===== src/design/fog_range_adjust_table_core_defines.svh =====
// Assertion helpers shared by the fog range table RTL
`ifndef FOG_RANGE_ADJUST_TABLE_CORE_DEFINES_SVH
`define FOG_RANGE_ADJUST_TABLE_CORE_DEFINES_SVH

// same-cycle implication
`define FRAT_ASSERT_IMPL(name, clk, rstn, ante, cons, msg) \
  name: assert property (@(posedge clk) disable iff (!rstn) (ante) |-> (cons)) \
    else $error(msg);

// next-cycle implication
`define FRAT_ASSERT_NEXT(name, clk, rstn, ante, cons, msg) \
  name: assert property (@(posedge clk) disable iff (!rstn) (ante) |=> (cons)) \
    else $error(msg);

`endif


===== src/design/fog_rat_queue.sv =====
`include "fog_range_adjust_table_core_defines.svh"

module fog_rat_queue #(
  parameter int W     = 8,
  parameter int DEPTH = 2
) (
  input  logic         clk,
  input  logic         rst_n,
  input  logic         push,
  input  logic [W-1:0] wdata,
  output logic         full,
  input  logic         pop,
  output logic [W-1:0] rdata,
  output logic         empty
);

  localparam int AW = (DEPTH > 1) ? $clog2(DEPTH) : 1;
  localparam int CW = $clog2(DEPTH + 1);

  logic [W-1:0]  mem_r [DEPTH];
  logic [AW-1:0] wp_r, wp_nxt, rp_r, rp_nxt;
  logic [CW-1:0] cnt_r, cnt_nxt;
  logic          do_push, do_pop;

  assign full    = (cnt_r == CW'(DEPTH));
  assign empty   = (cnt_r == '0);
  assign do_push = push && !full;
  assign do_pop  = pop && !empty;
  assign rdata   = mem_r[rp_r];

  always_comb begin
    wp_nxt  = wp_r;
    rp_nxt  = rp_r;
    cnt_nxt = cnt_r;
    if (do_push) wp_nxt = (wp_r == AW'(DEPTH - 1)) ? '0 : wp_r + AW'(1);
    if (do_pop)  rp_nxt = (rp_r == AW'(DEPTH - 1)) ? '0 : rp_r + AW'(1);
    if (do_push && !do_pop) cnt_nxt = cnt_r + CW'(1);
    if (do_pop && !do_push) cnt_nxt = cnt_r - CW'(1);
  end

  always_ff @(posedge clk) begin
    if (!rst_n) begin
      wp_r  <= '0;
      rp_r  <= '0;
      cnt_r <= '0;
    end else begin
      wp_r  <= wp_nxt;
      rp_r  <= rp_nxt;
      cnt_r <= cnt_nxt;
    end
  end

  always_ff @(posedge clk) begin
    if (do_push) mem_r[wp_r] <= wdata;
  end

  `FRAT_ASSERT_IMPL(a_cnt_bound, clk, rst_n, 1'b1, cnt_r <= CW'(DEPTH), "queue overfilled")

endmodule


===== config.mk =====
export PLATFORM = sky130hd
export DESIGN_NAME = fog_rat_queue
export DESIGN_NICKNAME = d
export VERILOG_FILES = /design/src/design/fog_rat_queue.sv
export VERILOG_INCLUDE_DIRS = /design/src /design/src/design
export SDC_FILE = /design/constraint.sdc
export NUM_CORES = 1
export LEC_CHECK = 0
export BUFFER_PORTS_ARGS = -buffer_cell sky130_fd_sc_hd__buf_2
export CAP_MARGIN = 20
export CORE_MARGIN = 3
export CORE_UTILIZATION = 50
export CTS_BUF_LIST = sky130_fd_sc_hd__clkbuf_4
export DETAILED_ROUTE_END_ITERATION = 8
export GPL_TIMING_DRIVEN = 0
export PLACE_DENSITY_LB_ADDON = 0.2
export SLEW_MARGIN = 20
export SYNTH_ARGS = -nofsm -noshare
export SYNTH_HDL_FRONTEND = slang
export SYNTH_SLANG_ARGS = --single-unit
export TNS_END_PERCENT = 30

===== constraint.sdc =====
create_clock -name clk -period 1.6 [get_ports clk]
set_input_delay 0.08 -clock clk [delete_from_list [all_inputs] [get_ports clk]]
set_output_delay 0.08 -clock clk [all_outputs]
set_load 0.05 [all_outputs]

# Yosys cells after proc, flatten, opt, wreduce, memory -nomap -nowiden
# Memory sizes are Yosys's and may differ from the RTL's. A register that Yosys moved wholly into a read port is not among the register bits.
# Cells that the tools add are included.
totals:
  register_bits: 4
  mem_bits_rw: 16
  input_bits: 12
  output_inout_bits: 10
  elab_cells: 27
  memories: 1
classes:
  n_addsub: 4
  n_eq_ne: 1
  mux: 8
  reduce_logical: 10
mem_list:
  columns: ["memory", "depth", "word_bits", "rd", "rd_ports_with_merged_regs", "wr", "line", "source"]
  rows:
  - ["mem_r", 2, 8, 1, 1, 1, "fog_rat_queue.sv:20", "logic [W-1:0] mem_r [DEPTH];"]
op_table:
  columns: ["operator", "n"]
  rows:
  - ["$mux W1", 6]
  - ["$logic_and A1 B1 Y1", 4]
  - ["$logic_not A1 Y1", 4]
  - ["$mux W2", 2]
  - ["$add A1 B1 Y1 const B", 2]
  - ["$add A2 B1 Y2 const B", 1]
  - ["$eq A2 B2 Y1 const B", 1]
  - ["$logic_not A2 Y1", 1]
  - ["$reduce_bool A2 Y1", 1]
  - ["$sub A2 B1 Y2 const B", 1]

# Longest topological paths before layout
# Gate-level depths: netlist of run 1.
logic_depth:
  depth_word: 7
  depth_mapped: 6
  depth_no_buf: 6

# Worst setup path after synthesis of run 1
# OpenSTA, ideal clock, no wires.
synth_path:
  path_kind: "reg2reg"
  from: "reg cnt_r[0]"
  to: "mem mem_r[0][0], enable pin"
  setup_ns: 0.324
  t_arrival_ns: 1.190
  t_required_ns: 1.276
  path_slack_ns: 0.086
  path_stages_with_launch: 5
  n_path_buf: 0
  period_less_slack_ns: 1.514
  cell_sequence: "dfxtp_1 > nand2b_2 > inv_2 > or3_1 > inv_1"
synth_between:
  elab_chain_cells: 5
synth_lines:
  columns: ["item", "line", "source"]
  rows:
  - ["from (decl)", "fog_rat_queue.sv:22", "logic [CW-1:0] cnt_r, cnt_nxt;"]
  - ["from (signal assigned)", "fog_rat_queue.sv:49", "cnt_r <= cnt_nxt;"]
  - ["$eq A2 B2 Y1", "fog_rat_queue.sv:25", "assign full = (cnt_r == CW'(DEPTH));"]
  - ["via full", "fog_rat_queue.sv:11", "output logic full,"]
  - ["$logic_not A1 Y1", "fog_rat_queue.sv:27", "assign do_push = push && !full;"]
  - ["$logic_and A1 B1 Y1", "fog_rat_queue.sv:27", null]
  - ["$mux W1", "fog_rat_queue.sv:54", "if (do_push) mem_r[wp_r] <= wdata;"]
  - ["$mux W1 (implied by the code)", "fog_rat_queue.sv:54", null]
  - ["to (decl)", "fog_rat_queue.sv:20", null]
# The timed path passes the listed nets, and every way through them passes these cells.

==> out/summary.txt, run 1 <==
====================================================================================================
Fraction of final layout cells with drive strength greater than 1                              0.446
Psw                                                                                       0.000757 W
Critical Path Sink Type                                                                 primary output
Gpl congestion                                                                                 0.681
Setup slack at placement                                                                     24.6 ps
Syn_nets                                                                                          64
Number of buffers on the longest clock path                                                        2
CTS tree                                                                                       built
Worst rel slew slack                                                                           0.731
Async SR Flop Fraction                                                                             0
Ys Warns                                                                                           0
Worst setup slack for register-to-register paths                                              130 ps
Most common cell after layout, fill and taps aside                                             buf_2
Number of synthesized flops with an enable pin                                                    16
Combinational fraction of design power                                                         0.432
Cell area after synthesis                                                                  811 sq um
Part of the cycle the worst path needs                                                         0.948
Maximum capacitance violations                                                                     0
Area growth from synthesis to final layout                                                     29.0%
First-pass iteration count of the detailed router                                                  3
Total number of vias                                                                             504
Internal Dissipation                                                                       0.00109 W
Per-instance average area after synthesis                                                 15.9 sq um
Floorplan die area                                                                        2140 sq um
Clock-pin slew reported for the worst setup and hold paths after clock tree synthesis         100 ps
Fraction of power spent switching nets                                                         0.410
Clock buffer count from CTS                                                                        3
Final critical-path setup slack                                                              83.0 ps
Count of unique library cells instantiated by Yosys                                               18
Final wirelength                                                                             1310 um
Clock network latency to the later pin of the worst-skew pair                                 300 ps
Vertical extent of the die                                                                   46.3 um
Seq/Total Area, Yosys                                                                          0.716
Commonest cells after routing, fill and taps aside                                      21 x buf_2, 16 x edfxtp_1, 8 x mux2_2, 8 x dlygate4sd3_1
Final hold viol count                                                                              0
Worst supply voltage drop on vdd                                                             1490 uV
Path type of the worst min-delay path                                                   input pin to flop
Effective utilization at floorplan                                                             0.573
Number of inserted diodes                                                                          0
Count of port buffers added during placement                                                      21
Max Fanout on Critical Path                                                                        8
Crit path launch type                                                                           flop
Fin Clk Skew                                                                                 4.85 ps
Sum of net half-perimeters after detailed placement                                           871 um
Classification of the worst setup path                                                  flop to primary output
Core Box Area                                                                             1420 sq um
Most frequently used flop master after synthesis                                            edfxtp_1
I/O pins                                                                                          22
Vias per Instance                                                                               5.14
Standard-cell row count                                                                           13
Clock network fraction of total power                                                          0.143
Leakage power                                                                               0.413 nW
Residual DRC count                                                                                 0
Post-layout min period                                                                       1520 ps
CP Data Required Time                                                                        1520 ps
Number of register bits inferred by synthesis                                                     21
Mean routed wirelength per cell                                                              13.3 um
Share of total power in sequential cells                                                       0.425
Number of global-route vias before repair                                                        464
Die Wd                                                                                       46.3 um
Crit path DAT                                                                                1440 ps
Maximum clock frequency                                                                      659 MHz
First DRT Iteration DRCs                                                                          11
GR Overflow Total                                                                                  0
Slew at the pin closest to its max-slew limit                                                 404 ps
Max Transition Viols Final                                                                         0
Final number of setup-violating endpoints                                                          0
Pwr per Cell Area                                                                       1760 nW/um^2
Unrepaired setup endpoints after global routing                                                false
Clock root buffer                                                                           clkbuf_4
Aggregate negative setup slack                                                                  0 ps
Final antenna-violating net count                                                                  0
Post CTS Setup Buffer Count                                                                        0
Number of clock sinks seen by CTS                                                                 21
Result of the run                                                                          completed
Number of antenna violations at the first check in global routing                                  0
Number of standard cells after synthesis                                                          51
First-pass GRT wire length                                                                   2070 um
H-tree Lvls                                                                                        1
Count of nets after finishing                                                                     97
Global router's overall resource usage                                                         0.143
Maximum number of pins on one net before global-route repair                                      12
====================================================================================================
## worst paths after layout
check                              start  endpoint  depth (start not counted)
worst max-delay path                flop  rdata[6]                          2
worst min-delay path               rst_n  cnt_r[0]                          2
worst max register to register  cnt_r[0]  cnt_r[1]                          5
worst min register to register      wp_r      wp_r                          2
## state kept, by name, summed over array words and instances, names as in the netlist, named ones only
register and flops:
mem_r 16, cnt_r 2, rp_r 1, wp_r 1
## through the flow
stage / hold slack [ps] / cells / power (W) / area [sq um] / util
floorplan: 179 / 51 / 0.00142 / 811 / -
global placement: 268 / 87 / 0.00156 / 935 / 0.660
detailed placement: 272 / 87 / 0.00159 / 935 / 0.660
CTS: 29.1 / 98 / 0.00186 / 1040 / 0.736
global route: 44.2 / 98 / 0.00194 / 1050 / 0.739
finish: 40.5 / 98 / 0.00185 / 1050 / 0.739
## cell usage after synthesis, types with 2 or more instances
cell / number / share of area
xnor2_1: 3 / 0.032
inv_1: 2 / 0.0093
a21boi_1: 2 / 0.019
o21ai_0: 2 / 0.012
nor2b_1: 2 / 0.015
mux2_2: 8 / 0.11
or3_1: 2 / 0.015
edfxtp_1: 16 / 0.59
dfxtp_1: 5 / 0.12
## layout make-up
type	count	area, sq um
sequential	21	582
multi-input combinational	26	215
inverter	3	15.0
timing repair buffer	29	185
tap	15	18.8
clock buffer	4	30.0
fill	103	369
## repair_timing
action	in CTS	in global routing
resized for setup	0	2
setup endpoints to repair	8	9
hold buffers	8	0
hold endpoints to repair	16	0
## critical path: stages (launching register included)
cell and delay (ps):
dfxtp_1 550, mux2_2 390, buf_2 210
## metal layers
layer | global-route usage | vias up | routed length [um]
li1 | - | 246 | -
met1 | 0.178 | 238 | 558
met2 | 0.239 | 18 | 651
met3 | 0.0352 | 2 | 78
met4 | 0.0511 | 0 | 18
met5 | 0 | - | 0
## kinds of logic after synthesis
group	Yosys count	synth area share
adders and majority gates	1	0.0154
muxes	8	0.111
buffers and inverters	4	0.0185
xor gates and xnor gates	3	0.0324
AOI/OAI and AO/OA	5	0.0401
and+or+nand+nor	9	0.0664
DFF	21	0.716
## power by group through the flow
stage / Combinational [W] / Clock [W] / Sequential [W]
2_1_floorplan: 0.000668 / 0 / 0.000754
3_3_place_gp: 0.000803 / 0 / 0.000761
3_5_place_dp: 0.000820 / 0 / 0.000766
4_1_cts: 0.000802 / 0.000271 / 0.000784
5_1_grt: 0.000853 / 0.000287 / 0.000801
6_report: 0.000798 / 0.000264 / 0.000784
No activity file was read; power rests on OpenSTA's default activity.
==> run 2: changes to the inputs <==
--- a/config.mk
+++ b/config.mk
@@ -6,14 +6,15 @@
 export SDC_FILE = /design/constraint.sdc
 export NUM_CORES = 1
 export LEC_CHECK = 0
-export BUFFER_PORTS_ARGS = -buffer_cell sky130_fd_sc_hd__buf_2
 export CAP_MARGIN = 20
 export CORE_MARGIN = 3
 export CORE_UTILIZATION = 50
 export CTS_BUF_LIST = sky130_fd_sc_hd__clkbuf_4
 export DETAILED_ROUTE_END_ITERATION = 8
+export DONT_BUFFER_PORTS = 1
 export GPL_TIMING_DRIVEN = 0
 export PLACE_DENSITY_LB_ADDON = 0.2
+export SETUP_SLACK_MARGIN = 0.4
 export SLEW_MARGIN = 20
 export SYNTH_ARGS = -nofsm -noshare
 export SYNTH_HDL_FRONTEND = slang
==> out/summary.txt, run 2 (synthesis results as in run 1) <==
====================================================================================================
Path type of the worst min-delay path                                                   input pin to flop
Number of clock sinks seen by CTS                                                                 21
Slowest cell on the critical path                                                            dfxtp_4
Setup slack at placement                                                                      110 ps
Post-route design area                                                                    1110 sq um
First-pass GRT wire length                                                                   2160 um
Count of port buffers added during placement                                                       0
Crit path DAT                                                                                1430 ps
Number of inserted diodes                                                                          0
First DRT Iteration DRCs                                                                           5
Classification of the worst setup path                                                  flop to flop
I/O pins                                                                                          22
Fraction of final layout cells with drive strength greater than 1                              0.435
Effective utilization at floorplan                                                             0.573
Max FFs per register                                                                              16
Maximum clock frequency                                                                      706 MHz
Standard-cell row count                                                                           13
Final number of setup-violating endpoints                                                          0
Final hold viol count                                                                              0
Mean routed wirelength per cell                                                              16.6 um
Final-layout fill cell count                                                                      78
Multi-input gate area                                                                      284 sq um
Count of nets after finishing                                                                     83
Clock root buffer                                                                           clkbuf_4
CP Data Required Time                                                                        1610 ps
Clock buffer count from CTS                                                                        3
Peak per-stage delay on the critical path                                                     370 ps
Routed wl met2                                                                                821 um
Largest registers                                                                       mem_r x16, cnt_r x2
Global router's overall resource usage                                                         0.153
Final antenna-violating net count                                                                  0
Slew at the pin closest to its max-slew limit                                                 543 ps
First-pass iteration count of the detailed router                                                  2
Maximum capacitance violations                                                                     0
CTS tree                                                                                       built
Floorplan die area                                                                        2140 sq um
Commonest cells after routing, fill and taps aside                                      16 x edfxtp_1, 9 x dlygate4sd3_1, 8 x mux2_4
Met1 routed wirelength after detailed routing                                                 505 um
Register with the most flip-flops                                                              mem_r
Aggregate negative setup slack                                                                  0 ps
H-tree Lvls                                                                                        1
FF-to-FF Start                                                                              cnt_r[0]
Most common cell on crit path                                                                  inv_8
Part of the cycle the worst path needs                                                         0.885
Worst Hold Path EP                                                                              wp_r
Clock network latency to the later pin of the worst-skew pair                                 290 ps
Worst flop-to-flop path endpoint                                                         mem_r[0][2]
Worst slack on hold paths                                                                    66.3 ps
Most common cell after layout, fill and taps aside                                          edfxtp_1
Vertical extent of the die                                                                   46.3 um
Post-Place Cell Area                                                                       847 sq um
Vias per Instance                                                                               5.51
Maximum number of pins on one net before global-route repair                                      13
Final wirelength                                                                             1390 um
Final critical-path setup slack                                                               184 ps
Core Box Area                                                                             1420 sq um
Fin Clk Skew                                                                                 8.67 ps
Detailed-routed wire length on met3                                                            61 um
Worst setup slack for register-to-register paths                                              180 ps
Sum of net half-perimeters after detailed placement                                           918 um
GR Overflow Total                                                                                  0
Worst supply voltage drop on vdd                                                             1560 uV
Cell depth of the worst min-delay path                                                             3
Family of cells with the greatest summed delay on the critical path                     simple AND/OR/NAND/NOR gates
Worst rel slew slack                                                                           0.637
Residual DRC count                                                                                 0
Unrepaired setup endpoints after global routing                                                 true
Number of antenna violations at the first check in global routing                                  0
Max Transition Viols Final                                                                         0
Gpl congestion                                                                                 0.750
Number of global-route vias before repair                                                        472
Register area                                                                              589 sq um
Origin of the worst min-delay path                                                              push
Crit path launch type                                                                           flop
Leakage power                                                                               0.417 nW
Critical Path Sink Type                                                                         flop
Result of the run                                                                          completed
Post-layout min period                                                                       1420 ps
Max Fanout on Critical Path                                                                        8
Die Wd                                                                                       46.3 um
Top layer reached by signal wires                                                               met4
Total number of vias                                                                             463
Number of buffers on the longest clock path                                                        2
Clock-pin slew reported for the worst setup and hold paths after clock tree synthesis         110 ps
Worst-path cell chain                                                                   nand2b_4 > buf_12 > inv_8 > or3_4 > inv_8
Worst Path Buf+Inv                                                                                 3
Pwr per Cell Area                                                                       1880 nW/um^2
Area growth from synthesis to final layout                                                     37.0%
Worst-case reg-to-reg path depth                                                                   5
====================================================================================================
run 2: cell count changes in the layout (fill, tap and decap cells not counted), sizes merged:
cell	delta
clkinvlp	-1
clkinv	+1
inv	+1
dlygate4sd3	+1
buf	-16
run 2: worst max-delay path by stage:
stage,cells after the start,from,endpoint
after floorplan,4,cnt_r[0],cnt_r[1]
final,5,cnt_r[0],mem_r[0][2]
after CTS,5,cnt_r[1],cnt_r[1]
after global placement,4,cnt_r[0],cnt_r[1]
after global routing,6,cnt_r[0],cnt_r[1]
after detailed placement,5,cnt_r[0],cnt_r[1]
run 2: area by class of cell:
class	count	area share
clock buffers	3	0.0203
flip-flops and latches	21	0.530
well taps	15	0.0169
clock inverters	1	0.00450
repair buffers	14	0.126
plain buffers	1	0.0225
multi-input cells	26	0.256
inverters	3	0.0236
run 2: worst register-to-register path: stages, from the launching register on:
cell and delay [ps]:
dfxtp_4 370, nand2b_4 150, buf_12 110, inv_8 50, or3_4 370, inv_8 100
run 2: repair_timing:
action | in CTS | in global routing
buffers inserted | 4 | 1
setup endpoints to repair | 28 | 28
hold buffers | 9 | 0
pin swaps | 3 | 1
resized for setup | 19 | 6
endpoints found under the hold margin | 21 | 0
run 2: layer usage:
layer,vias up,track usage
met3,2,0.0391
met1,225,0.171
met2,13,0.269
met5,-,0
met4,0,0.0682
li1,223,-
run 2: stage by stage:
stage           util  instances  total power [W]
2_1_floorplan      -         51          0.00146
6_report       0.785         84          0.00209
5_1_grt        0.785         84          0.00220
4_1_cts        0.761         83          0.00203
3_3_place_gp   0.599         66          0.00150
3_5_place_dp   0.599         66          0.00155
run 2: report_power, final:
part | switching [W] | internal [W] | total [W]
combinational | 0.000635 | 0.000443 | 0.00108
sequential | 0.0000580 | 0.000718 | 0.000776
clock | 0.000143 | 0.0000928 | 0.000236
==> run 3: changes to the inputs <==
--- a/config.mk
+++ b/config.mk
@@ -14,7 +14,6 @@
 export DONT_BUFFER_PORTS = 1
 export GPL_TIMING_DRIVEN = 0
 export PLACE_DENSITY_LB_ADDON = 0.2
-export SETUP_SLACK_MARGIN = 0.4
 export SLEW_MARGIN = 20
 export SYNTH_ARGS = -nofsm -noshare
 export SYNTH_HDL_FRONTEND = slang
==> out/summary.txt, run 3 (synthesis results as in run 1) <==
====================================================================================================
Gpl congestion                                                                                 0.625
Final critical-path setup slack                                                               110 ps
Number of global-route vias before repair                                                        481
Number of clock sinks seen by CTS                                                                 21
Largest registers                                                                       mem_r x16, cnt_r x2
Final antenna-violating net count                                                                  0
Number of buffers on the longest clock path                                                        2
Worst setup slack for register-to-register paths                                              110 ps
Clock-pin slew reported for the worst setup and hold paths after clock tree synthesis         110 ps
Area growth from synthesis to final layout                                                     17.1%
Critical Path Sink Type                                                                         flop
Cell depth of the worst min-delay path                                                             3
Final wirelength                                                                             1310 um
Total number of vias                                                                             431
Count of nets after finishing                                                                     77
Worst Hold Path EP                                                                              wp_r
Part of the cycle the worst path needs                                                         0.931
Core Box Area                                                                             1420 sq um
Post CTS Setup Buffer Count                                                                        0
Crit path DAT                                                                                1730 ps
Worst-case reg-to-reg path depth                                                                   5
Number of inserted diodes                                                                          0
First DRT Iteration DRCs                                                                           6
CP Data Required Time                                                                        1840 ps
Fraction of final layout cells with drive strength greater than 1                              0.254
Maximum number of pins on one net before global-route repair                                      13
First-pass iteration count of the detailed router                                                  4
Vertical extent of the die                                                                   46.3 um
Maximum clock frequency                                                                      671 MHz
FF-to-FF Start                                                                              cnt_r[0]
Classification of the worst setup path                                                  flop to flop
Final hold viol count                                                                              0
Setup slack at placement                                                                     -107 ps
CTS tree                                                                                       built
First-pass GRT wire length                                                                   2120 um
Pwr per Cell Area                                                                       1860 nW/um^2
Mean routed wirelength per cell                                                              16.8 um
Post-layout min period                                                                       1490 ps
Worst rel slew slack                                                                           0.402
Clock buffer count from CTS                                                                        3
Overall power of the completed layout                                                      0.00177 W
Floorplan die area                                                                        2140 sq um
Maximum capacitance violations                                                                     0
Clock network latency to the later pin of the worst-skew pair                                 290 ps
Global router's overall resource usage                                                         0.144
Number of antenna violations at the first check in global routing                                  0
Commonest cells after routing, fill and taps aside                                      16 x edfxtp_1, 9 x dlygate4sd3_1, 8 x mux2_2
GR Overflow Total                                                                                  0
Residual DRC count                                                                                 0
Fin Clk Skew                                                                                0.734 ps
H-tree Lvls                                                                                        1
Max FFs per register                                                                              16
Register with the most flip-flops                                                              mem_r
Path type of the worst min-delay path                                                   input pin to flop
Effective utilization at floorplan                                                             0.573
I/O pins                                                                                          22
Standard-cell row count                                                                           13
Most common cell after layout, fill and taps aside                                          edfxtp_1
Count of port buffers added during placement                                                       0
Unrepaired setup endpoints after global routing                                                false
Worst flop-to-flop path endpoint                                                            cnt_r[1]
Clock root buffer                                                                           clkbuf_4
Worst supply voltage drop on vdd                                                             1250 uV
Final number of setup-violating endpoints                                                          0
Crit path launch type                                                                           flop
Max Fanout on Critical Path                                                                        5
Max Transition Viols Final                                                                         0
Vias per Instance                                                                               5.53
Origin of the worst min-delay path                                                              push
Post-route design area                                                                     950 sq um
Die Wd                                                                                       46.3 um
Post-Place Cell Area                                                                       830 sq um
Slew at the pin closest to its max-slew limit                                                 894 ps
Leakage power                                                                               0.338 nW
Result of the run                                                                          completed
====================================================================================================
-- run 3: cell count changes in the layout (fill, tap and decap cells not counted), sizes merged --
cell | before | now
clkbuf | 4 | 3
buf | 5 | 0
-- run 3: worst max-delay path by stage --
stage / startpoint / endpoint / cells past startpoint
2_1_floorplan: cnt_r[0] / mem_r[0][0] / 4
3_3_place_gp: cnt_r[0] / mem_r[0][2] / 4
3_5_place_dp: cnt_r[0] / mem_r[0][2] / 4
4_1_cts: flop / rdata[6] / 2
5_1_grt: cnt_r[0] / cnt_r[1] / 5
6_report: cnt_r[0] / cnt_r[1] / 5
-- run 3: routing by layer --
metal / vias to the layer above / track usage / part of all wire / wire length (um)
met5: - / 0 / 0 / 0
met4: 0 / 0.0511 / 0 / 0
met3: 0 / 0.0273 / 0.064 / 84
met2: 16 / 0.258 / 0.58 / 755
met1: 204 / 0.168 / 0.36 / 467
li1: 211 / - / - / -
-- run 3: cell type report --
| type | count | area [sq um] |
|---|---|---|
| flip-flops and latches | 21 | 584 |
| fillers | 101 | 465 |
| multi-input cells | 26 | 215 |
| repair buffers | 9 | 90.1 |
| clock buffers | 3 | 22.5 |
| well taps | 15 | 18.8 |
| inverters | 3 | 13.8 |
| clock inverters | 1 | 5.00 |
-- run 3: power by group --
part	internal [W]	total, W	switching [W]
registers	0.000710	0.000792	0.0000822
clock network	0.0000930	0.000246	0.000153
logic	0.000205	0.000728	0.000523
-- run 3: metrics by stage --
step                setup TNS (ps)  hold WS [ps]  utilization  cells
floorplan                        0           179            -     51
global placement                 0           179        0.586     66
detailed placement            -853           179        0.586     66
CTS                              0          74.6        0.670     79
global route                     0           125        0.671     78
finish                           0           102        0.671     78
-- run 3: critical path: stages, from the launching register on --
cell      delay, ps
dfxtp_4         390
nand2b_2        150
nand2_1          60
ha_1            340
or3_1           360
a21boi_1        130
-- run 3: timing repair --
item / in CTS / in global routing
hold buffers: 9 / 0
gates resized for setup: 2 / 2
setup endpoints to repair: 8 / 17
endpoints found under the hold margin: 21 / 0
